### config.mk
export PLATFORM = sky130hd
export DESIGN_NAME = hme_lane
export DESIGN_NICKNAME = d
export VERILOG_FILES = /design/src/rtl/hme_pkg.sv /design/src/rtl/hme_lane.sv
export SDC_FILE = /design/constraint.sdc
export NUM_CORES = 2
export LEC_CHECK = 0
export ABC_AREA = 1
export BUFFER_PORTS_ARGS = -buffer_cell sky130_fd_sc_hd__buf_2
export CELL_PAD_IN_SITES_DETAIL_PLACEMENT = 0
export CELL_PAD_IN_SITES_GLOBAL_PLACEMENT = 2
export CORE_UTILIZATION = 40
export DETAILED_ROUTE_END_ITERATION = 12
export PLACE_DENSITY_LB_ADDON = 0.1
export SYNTH_ARGS = -nofsm -noshare
export SYNTH_HDL_FRONTEND = slang
export SYNTH_SLANG_ARGS = --single-unit
### constraint.sdc
create_clock -name clk -period 2 [get_ports clk]
set_input_delay 0.4 -clock clk [delete_from_list [all_inputs] [get_ports clk]]
set_output_delay 0.4 -clock clk [all_outputs]
set_load 0.02 [all_outputs]
### src/rtl/hme_pkg.sv
// ----------------------------------------------------------------------------
// hme_pkg
// Shared constants, item types and control structs of the histogram engine.
// ----------------------------------------------------------------------------
package hme_pkg;

  localparam int COUNT_DEPTH  = 4096;
  localparam int LEVELS       = 256;
  localparam int MAX_CHANNELS = 3;

  localparam int CNT_AW = $clog2(COUNT_DEPTH);
  localparam int LVL_AW = $clog2(LEVELS);
  localparam int OFS_W  = 13;
  localparam int SUM_W  = 14;
  localparam int CFG_AW = 3;

  localparam logic REG_CHANNELS_USED = 1'b0;

  typedef enum logic [1:0] {
    OP_PIXEL      = 2'd0,
    OP_MAP_WRITE  = 2'd1,
    OP_READ       = 2'd2,
    OP_READ_CLEAR = 2'd3
  } opcode_t;

  typedef enum logic [1:0] {
    ST_CLEAR,
    ST_IDLE,
    ST_LOOKUP,
    ST_UPDATE
  } hme_state_t;

  typedef struct packed {
    logic [1:0]  opcode;
    logic [7:0]  sample0;
    logic [7:0]  sample1;
    logic [7:0]  sample2;
    logic        pixel_enable;
    logic [1:0]  map_channel;
    logic [7:0]  map_level;
    logic [12:0] map_offset;
    logic [11:0] bin_address;
  } in_item_t;

  typedef struct packed {
    logic [31:0] count_value;
    logic        pixel_counted;
  } out_result_t;

  // merged lookup of the active lanes
  typedef struct packed {
    logic              hit;
    logic [CNT_AW-1:0] addr;
  } merge_res_t;

  // request into the count store
  typedef struct packed {
    logic              valid;
    logic [1:0]        op;
    logic              ok;
    logic [CNT_AW-1:0] addr;
  } cnt_req_t;

endpackage

### src/rtl/hme_lane.sv
// ----------------------------------------------------------------------------
// hme_lane
// Bin map of one channel: one entry per level, registered lookup.
// ----------------------------------------------------------------------------
module hme_lane
  import hme_pkg::*;
(
  input  logic              clk,
  input  logic              wr_en,
  input  logic [LVL_AW-1:0] wr_level,
  input  logic [OFS_W-1:0]  wr_data,
  input  logic              rd_en,
  input  logic [LVL_AW-1:0] rd_level,
  output logic [OFS_W-1:0]  rd_data
);

  logic [OFS_W-1:0] map_mem [LEVELS];
  logic [OFS_W-1:0] rd_data_r;

  always_ff @(posedge clk) begin
    if (wr_en) begin
      map_mem[wr_level] <= wr_data;
    end
    if (rd_en) begin
      rd_data_r <= map_mem[rd_level];
    end
  end

  assign rd_data = rd_data_r;

endmodule

==> flow_summary.json <==
{
  "result_of_the_run": "complete, but fails checks",
  "failing_checks": "negative setup slack",
  "worst_skew_pair.late_latency_ns": 0.96,
  "powerDensity_nw_per_um2": 938,
  "gp_routability_congestion": 0.846,
  "ys_seq_elements": 3341,
  "critPathBufInv": 1,
  "grt_remaining_overflow": 0,
  "met1_usage": 0.372,
  "cts_buffers": 366,
  "ctsHtreeMaxLevel": 5,
  "post_synth_num_cell_types": 14,
  "drt_pre_antenna_iters": 6,
  "syn_avg_cell_area_um2": 12.1,
  "ios": 45,
  "finalHoldWorstSlack_ns": 0.115,
  "slew_headroom": 0.465,
  "worst_supply_voltage_drop_on_vdd_uv": 696,
  "chipWidth_um": 583,
  "place_worst_setup_slack_ns": -1.30,
  "pwr-share-comb": 0.074,
  "post_layout_nonfiller_instances": 16737,
  "power.switching_fraction": 0.233,
  "floorplan.initialDensity": 0.403,
  "grt_setup_unrepaired": "true",
  "intPower_mw": 118,
  "slew_violations": 0,
  "drt-vias-per-instance": 5.39,
  "area_growth_syn_to_layout_pct": 21.6,
  "maxCapViolations": 0,
  "place.port_buffers": 44,
  "slowest_delay_ns": 0.58,
  "synth.net_count": 11168,
  "count_of_synthesis_stage_warnings_from_yosys": 0,
  "part_of_the_total_power_dissipated_in_the_clock_network": 0.423,
  "layout.cells.most_common": "sky130_fd_sc_hd__nand2_1",
  "final_nets": 11976,
  "worst_ep_required_time_ns": 1.60,
  "wire_length_of_the_first_global_routing_pass_um": 640000,
  "worst_min_delay_path_category": "in2reg",
  "placed_cells": 16030,
  "grt_busiest_layer": "met2",
  "grt.total_usage": 0.261,
  "crit_path_leading_delay_family": "flip-flops",
  "met3_usage": 0.0315,
  "cts.sink_count": 3341,
  "seq_power_share": 0.502,
  "ant_nets": 0,
  "data_arrival_time_at_the_worst_slack_endpoint_ns": 1.76,
  "largest_net_degree_at_the_start_of_global_routing": 84,
  "clk_transition_reported_paths_ns": 0.06,
  "die_area_um2": 339000,
  "post-route-drc-count": 0,
  "setup_tns_ns": -1.09,
  "critPathMaxFanout": 1,
  "worstSetupEndpointType": "output pin",
  "row_count": 212,
  "die_h_um": 583,
  "coreArea_um2": 334000,
  "dp.final_hpwl_um": 284000,
  "detail_route.iter0.violations": 8908,
  "finalCriticalPeriod_ns": 2.16,
  "finalInstanceArea_um2": 164000,
  "hold_viol": 0,
  "clock_skew_ns": 0.0456,
  "slowest_cp_cell": "sky130_fd_sc_hd__edfxtp_1",
  "finalCritPeriodShare": 1.08,
  "clock-root-buffer": "sky130_fd_sc_hd__clkbuf_16",
  "postSynthCellCount": 11136,
  "timing.fmax_mhz": 463,
  "placement.cell_area_um2": 151000,
  "ys_seq_area_frac": 0.744,
  "setup_viol": 13,
  "tritoncts_clock_tree": "done",
  "globalRouteMet2Util": 0.427,
  "start_kind": "flop",
  "first_global_vias": 86998,
  "design_power_total_mw": 154,
  "fin_ws_ns": -0.160,
  "route.vias.total": 90226,
  "cell_breakdown_of_the_critical_path": "buf_6",
  "worst_slew_pin_slew_ns": 0.802,
  "final_layout_size_suffix_gt1_frac": 0.155,
  "layout_common_cells": "sky130_fd_sc_hd__nand2_1 (3405), sky130_fd_sc_hd__edfxtp_1 (3341), sky130_fd_sc_hd__nand3_1 (3085), sky130_fd_sc_hd__buf_4 (690), sky130_fd_sc_hd__buf_12 (414)",
  "cell_leakage_power_nw": 58.4,
  "clk_path_buf_depth": 4,
  "grt_antenna_before_repair": 29,
  "postLayoutCoreUtil": 0.490,
  "avgRoutedWirePerCell_um": 26.9,
  "net-switching-power_mw": 35.9,
  "routed_wirelength_um": 450000,
  "timing_worst_setup_path_type": "reg2out",
  "synthesis.area_um2": 135000
}
==> cell type report <==
type / count / area [µm²]
Inverter: 39 / 206
Clock buffer: 462 / 9650
Tap cell: 4494 / 5620
Timing Repair inverter: 1 / 11.3
Sequential cell: 3341 / 100000
Fill cell: 29420 / 171000
Multi-Input combinational cell: 6990 / 31500
Antenna cell: 4 / 10.0
Clock inverter: 201 / 1670
Timing Repair Buffer: 1205 / 15000
==> worst paths after layout <==
check	to	from	slack, ns	cells after the start
worst max-delay path	rd_data[2]	rd_data[2]	-0.16	1
worst min-delay path	rd_data[11]	rd_level[7]	0.12	4
worst max register to register	rd_data[8]	map_mem[31][8]	0.03	11
worst min register to register	rd_data[1]	map_mem[118][1]	1.08	10
==> synthesized netlist by cell type, drive strengths merged <==
master | n | area share
nand3 | 3279 | 0.12
clkbuf | 153 | 0.0043
buf | 613 | 0.026
nor2 | 283 | 0.0079
inv | 37 | 0.0010
clkinv | 2 | 0.000056
edfxtp | 3341 | 0.74
nand2 | 3428 | 0.095
==> power groups by stage <==
stage / combinational [mW] / sequential [mW] / clock [mW]
global route: 12.2 / 77.3 / 68.9
CTS: 11.2 / 77.3 / 66.4
floorplan: 4.74 / 78.8 / 0
detailed placement: 11.0 / 78.8 / 0
finish: 11.4 / 77.3 / 65.1
global placement: 11.0 / 78.8 / 0
==> per-layer routing <==
layer  up-vias  wire length, µm
met5         -                0
met4         0            10700
met3       508            26200
met2      2718           214000
met1     45553           200000
li1      41447                -
==> flip-flops by register name, summed over array words and instances (netlist names) <==
name / count
rd_data: 13
map_mem: 3328
==> kinds of logic (layout without fill, tap and decap cells) <==
| family | Yosys count | count (layout) | share of synthesized area |
|---|---|---|---|
| buf+inv | 805 | 1908 | 0.0310 |
| other cells | 0 | 4 | 0 |
| simple gates | 6990 | 6990 | 0.225 |
| flops | 3341 | 3341 | 0.744 |
==> what timing repair did <==
item                                   CTS  global route
hold buffers                            14             0
buffers inserted                         0            17
gates resized for setup                132           156
endpoints found under the hold margin  415             0
setup endpoints to repair               26            26
pin swaps                                5            12
cloned                                   0             9
Power figures use the tool's default switching activity.
