File: src/rtl/hme_pkg.sv
// ----------------------------------------------------------------------------
// hme_pkg
// Shared constants, item types and control structs of the histogram engine.
// ----------------------------------------------------------------------------
package hme_pkg;

  localparam int COUNT_DEPTH  = 4096;
  localparam int LEVELS       = 256;
  localparam int MAX_CHANNELS = 3;

  localparam int CNT_AW = $clog2(COUNT_DEPTH);
  localparam int LVL_AW = $clog2(LEVELS);
  localparam int OFS_W  = 13;
  localparam int SUM_W  = 14;
  localparam int CFG_AW = 3;

  localparam logic REG_CHANNELS_USED = 1'b0;

  typedef enum logic [1:0] {
    OP_PIXEL      = 2'd0,
    OP_MAP_WRITE  = 2'd1,
    OP_READ       = 2'd2,
    OP_READ_CLEAR = 2'd3
  } opcode_t;

  typedef enum logic [1:0] {
    ST_CLEAR,
    ST_IDLE,
    ST_LOOKUP,
    ST_UPDATE
  } hme_state_t;

  typedef struct packed {
    logic [1:0]  opcode;
    logic [7:0]  sample0;
    logic [7:0]  sample1;
    logic [7:0]  sample2;
    logic        pixel_enable;
    logic [1:0]  map_channel;
    logic [7:0]  map_level;
    logic [12:0] map_offset;
    logic [11:0] bin_address;
  } in_item_t;

  typedef struct packed {
    logic [31:0] count_value;
    logic        pixel_counted;
  } out_result_t;

  // merged lookup of the active lanes
  typedef struct packed {
    logic              hit;
    logic [CNT_AW-1:0] addr;
  } merge_res_t;

  // request into the count store
  typedef struct packed {
    logic              valid;
    logic [1:0]        op;
    logic              ok;
    logic [CNT_AW-1:0] addr;
  } cnt_req_t;

endpackage

File: src/rtl/hme_merge.sv
// ----------------------------------------------------------------------------
// hme_merge
// Combines the lane lookups into one count store address and a hit flag.
// ----------------------------------------------------------------------------
module hme_merge
  import hme_pkg::*;
(
  input  logic [OFS_W-1:0] lane_data [MAX_CHANNELS],
  input  logic [1:0]       channels_used,
  output merge_res_t       merged
);

  logic [1:0]       n_act;
  logic             mark;
  logic [SUM_W-1:0] sum;

  always_comb begin
    n_act = channels_used;
    if (n_act == 2'd0) begin
      n_act = 2'd1;
    end
    if (32'(n_act) > 32'(MAX_CHANNELS)) begin
      n_act = 2'(MAX_CHANNELS);
    end
    mark = 1'b0;
    sum  = '0;
    for (int c = 0; c < MAX_CHANNELS; c++) begin
      if (c < int'(n_act)) begin
        // top bit of an entry marks the level out of range
        mark = mark | lane_data[c][OFS_W-1];
        sum  = sum + SUM_W'(lane_data[c][OFS_W-2:0]);
      end
    end
    merged.hit  = !mark && (32'(sum) < 32'(COUNT_DEPTH));
    merged.addr = CNT_AW'(sum);
  end

endmodule

File: config.mk
export PLATFORM = sky130hd
export DESIGN_NAME = hme_merge
export DESIGN_NICKNAME = d
export VERILOG_FILES = /design/src/rtl/hme_pkg.sv /design/src/rtl/hme_merge.sv
export SDC_FILE = /design/constraint.sdc
export NUM_CORES = 1
export LEC_CHECK = 0
export BUFFER_PORTS_ARGS = -buffer_cell sky130_fd_sc_hd__clkbuf_2
export CAP_MARGIN = 15
export CORE_ASPECT_RATIO = 1.4
export CORE_MARGIN = 5
export CORE_UTILIZATION = 35
export DETAILED_ROUTE_END_ITERATION = 8
export SYNTH_ARGS = -nofsm -noshare
export SYNTH_HDL_FRONTEND = slang
export SYNTH_SLANG_ARGS = --single-unit
File: constraint.sdc
create_clock -name vclk -period 3.3
set_clock_uncertainty 0.15 [all_clocks]
set_input_delay 0.165 -clock vclk [all_inputs]
set_output_delay 0.165 -clock vclk [all_outputs]
set_load 0.05 [all_outputs]
==> metrics.csv <==
stage;metric;value;unit
timing;maximum operating frequency;270;MHz
floorplanning;core footprint;0.00424;mm2
logic_synthesis;Simple-Gate Fraction of Synth Area;23.0;%
setup_path;Crit path required time;2.98;ns
cells_and_area;Total Nets Final;382;
timing;Fin Hold WS;0.505;ns
routing;drt pass-1 iters;4;
floorplanning;row cnt;28;
timing;final worst setup slack;-0.398;ns
logic_synthesis;XOR/XNOR Fraction of Synth Area;6.89;%
placed_design;GP Congestion;0.842;
logic_synthesis;Cells after Synth;204;
logic_synthesis;adder-cell share of the synthesized area;23.1;%
global_route;total track usage;17.4;%
cells_and_area;# fillers;366;
floorplanning;Initial Util;36.0;%
power_and_ir_drop;leak pwr;1.31;nW
global_route;antenna violations before repair;0;
logic_synthesis;syn avg cell area;7.48;um2
placed_design;cell count after placement;364;
floorplanning;Die ar.;0.00580;mm2
floorplanning;Die Span Y;88.1;um
cells_and_area;flip-flop and latch count;0;
power_and_ir_drop;Worst IR Drop VDD;0.257;mV
logic_synthesis;largest family of logic cells by synthesized area;compound AO/OA/AOI/OAI gates;
cells_and_area;most common cell after layout, fill and taps aside;buf_4;
run_status;failing checks;setup timing;
logic_synthesis;multiplexer area fraction after synthesis;5.66;%
power_and_ir_drop;Pwr Total;0.828;mW
routing;number of vias per cell;5.37;
logic_synthesis;register area share after synthesis;0;%
logic_synthesis;Unique masters post-synth;54;
setup_path;Worst Path Class, Setup;primary input to output pin;
cells_and_area;clkbuf count;0;
logic_synthesis;post-synthesis compound-gate area fraction;37.7;%
cells_and_area;most frequent cells in the layout;buf_4, clkbuf_2, ha_1, a21o_1, nor2_1;
routing;post-route antenna net violation count;0;
timing;period utilisation layout;112;%
global_route;first-pass GRT wire length;8.29;mm
floorplanning;Die X;65.8;um
timing;relative slew slack;68.0;%
timing;Max Transition Viols Final;0;
logic_synthesis;area fraction of the dominant cell type after synthesis;20.5;%
clock_tree;# hold bufs at CTS;0;
cells_and_area;Final Core Density;65.1;%
power_and_ir_drop;Pwr Density;300;mW/mm2
logic_synthesis;top cells by area, synth;ha_1, a21o_1, a21oi_1;
timing;setup violators final;6;
logic_synthesis;Yosys top cell by area;ha_1;
timing;Final Hold Fails;0;
routing;drt total wl;5.35;mm
logic_synthesis;Syn Nets;272;
timing;RSZ-0062 raised after global routing;true;
placed_design;DP Worst Slack;-0.635;ns
global_route;largest net degree at the start of global routing;14;
setup_path;Critical Path End Type;output pin;
worst_hold_path;HP Class;primary input to output pin;
run_status;status;complete, but fails checks;
routing;drt drc;0;
cells_and_area;synth-to-layout area growth;80.8;%
setup_path;Arr. time, crit path;3.38;ns
timing;Slew @ Worst Pin;0.477;ns
placed_design;HPWL after DPL;4.29;mm
timing;Tmin final;3.70;ns
routing;drt initial violations;52;
setup_path;CP Launch Type;primary input;
cells_and_area;sequential standard cell area;0;um2
global_route;vias in the first global route;2015;
logic_synthesis;total of warnings raised by yosys;0;
routing;Via Count;1996;
job;max cap viols;0;
logic_synthesis;Post-Syn Area;0.00153;mm2
cells_and_area;share of post-route cells with drive strength above 1;55.8;%
setup_path;Worst Path Max Fanout;3;
routing;WL per Instance;14.4;um
floorplanning;boundary pin count;54;
global_route;GR Overflow Total;0;
cells_and_area;Antenna Cells;0;
cells_and_area;Post-Layout Cell Count;372;
placed_design;Port Buffers;54;
[area by class of cell]
class	instances	area, um2	share of cell area, %
well taps	60	75.1	2.72
inverters	6	22.5	0.817
multi-input cells	191	1800	65.2
repair buffers	115	862	31.3
[Yosys cell counts, types with 2 or more instances]
library cell and number:
and3_1 2, clkbuf_1 5, xor2_1 5, nand3_1 5
a221o_1 3, nor2_1 15, nand2_1 11, a31oi_1 2
a22oi_1 3, nand2b_1 4, xnor2_1 7, mux2_2 5
nor3_1 3, ha_1 25, and2_1 5, a21oi_1 17
or3_1 2, o21bai_1 2, a21o_1 15, o21ai_0 11
nor2b_1 8, inv_1 6, nor3b_1 2, mux2i_1 3
fa_1 2, o21ai_1 3, a211oi_1 6
[path summary, 6_finish.rpt]
| path | start | to | slack (ns) | cells past startpoint |
|---|---|---|---|---|
| max | lane_data[30] | merged[12] | -0.40 | 15 |
| min | lane_data[38] | merged[12] | 0.50 | 3 |
[worst max-delay path, cell delays in order]
cell and delay (ns):
buf_8 0.10, ha_4 0.25, and2_4 0.17, a221oi_4 0.27, a21boi_2 0.11, o31a_1 0.26
or3_1 0.31, a31o_1 0.22, ha_4 0.29, and2_4 0.15, and4_1 0.20, a22oi_2 0.07
o311a_1 0.37, a2111oi_4 0.20, clkbuf_8 0.24
[logic make-up (layout without fill, tap and decap cells)]
group           Yosys count  after routing
compound gates           79             79
mux                       8              8
simple gates             65             65
fa+ha+maj                27             27
buf+inv                  13            121
xor+xnor                 12             12
[repair_timing]
action / 4_1_cts / 5_1_grt
setup endpoints to repair: 8 / 8
pin swaps: 22 / 20
gates resized for setup: 26 / 45
buffers inserted: 6 / 2
[stage by stage]
step / cell area, um2 / TNS (ns)
final: 2760 / -1.14
after global routing: 2760 / -1.95
after CTS: 2550 / -1.59
after detailed placement: 2370 / -2.11
after global placement: 2370 / -1.88
after floorplan: 1630 / -0.519
[where the power goes]
part	total (mW)	switching, mW	internal [mW]
combinational	0.828	0.419	0.409
sequential	0	0	0
clock	0	0	0
total	0.828	0.419	0.409
[layer usage]
metal | GRT usage, % | vias to the layer above | share of wire [%]
met4 | 0.755 | 0 | 1.4
met5 | 0 | - | 0
li1 | - | 998 | -
met2 | 36.2 | 71 | 53
met3 | 1.67 | 8 | 5.9
met1 | 19.1 | 919 | 39
Power figures use the tool's default switching activity.
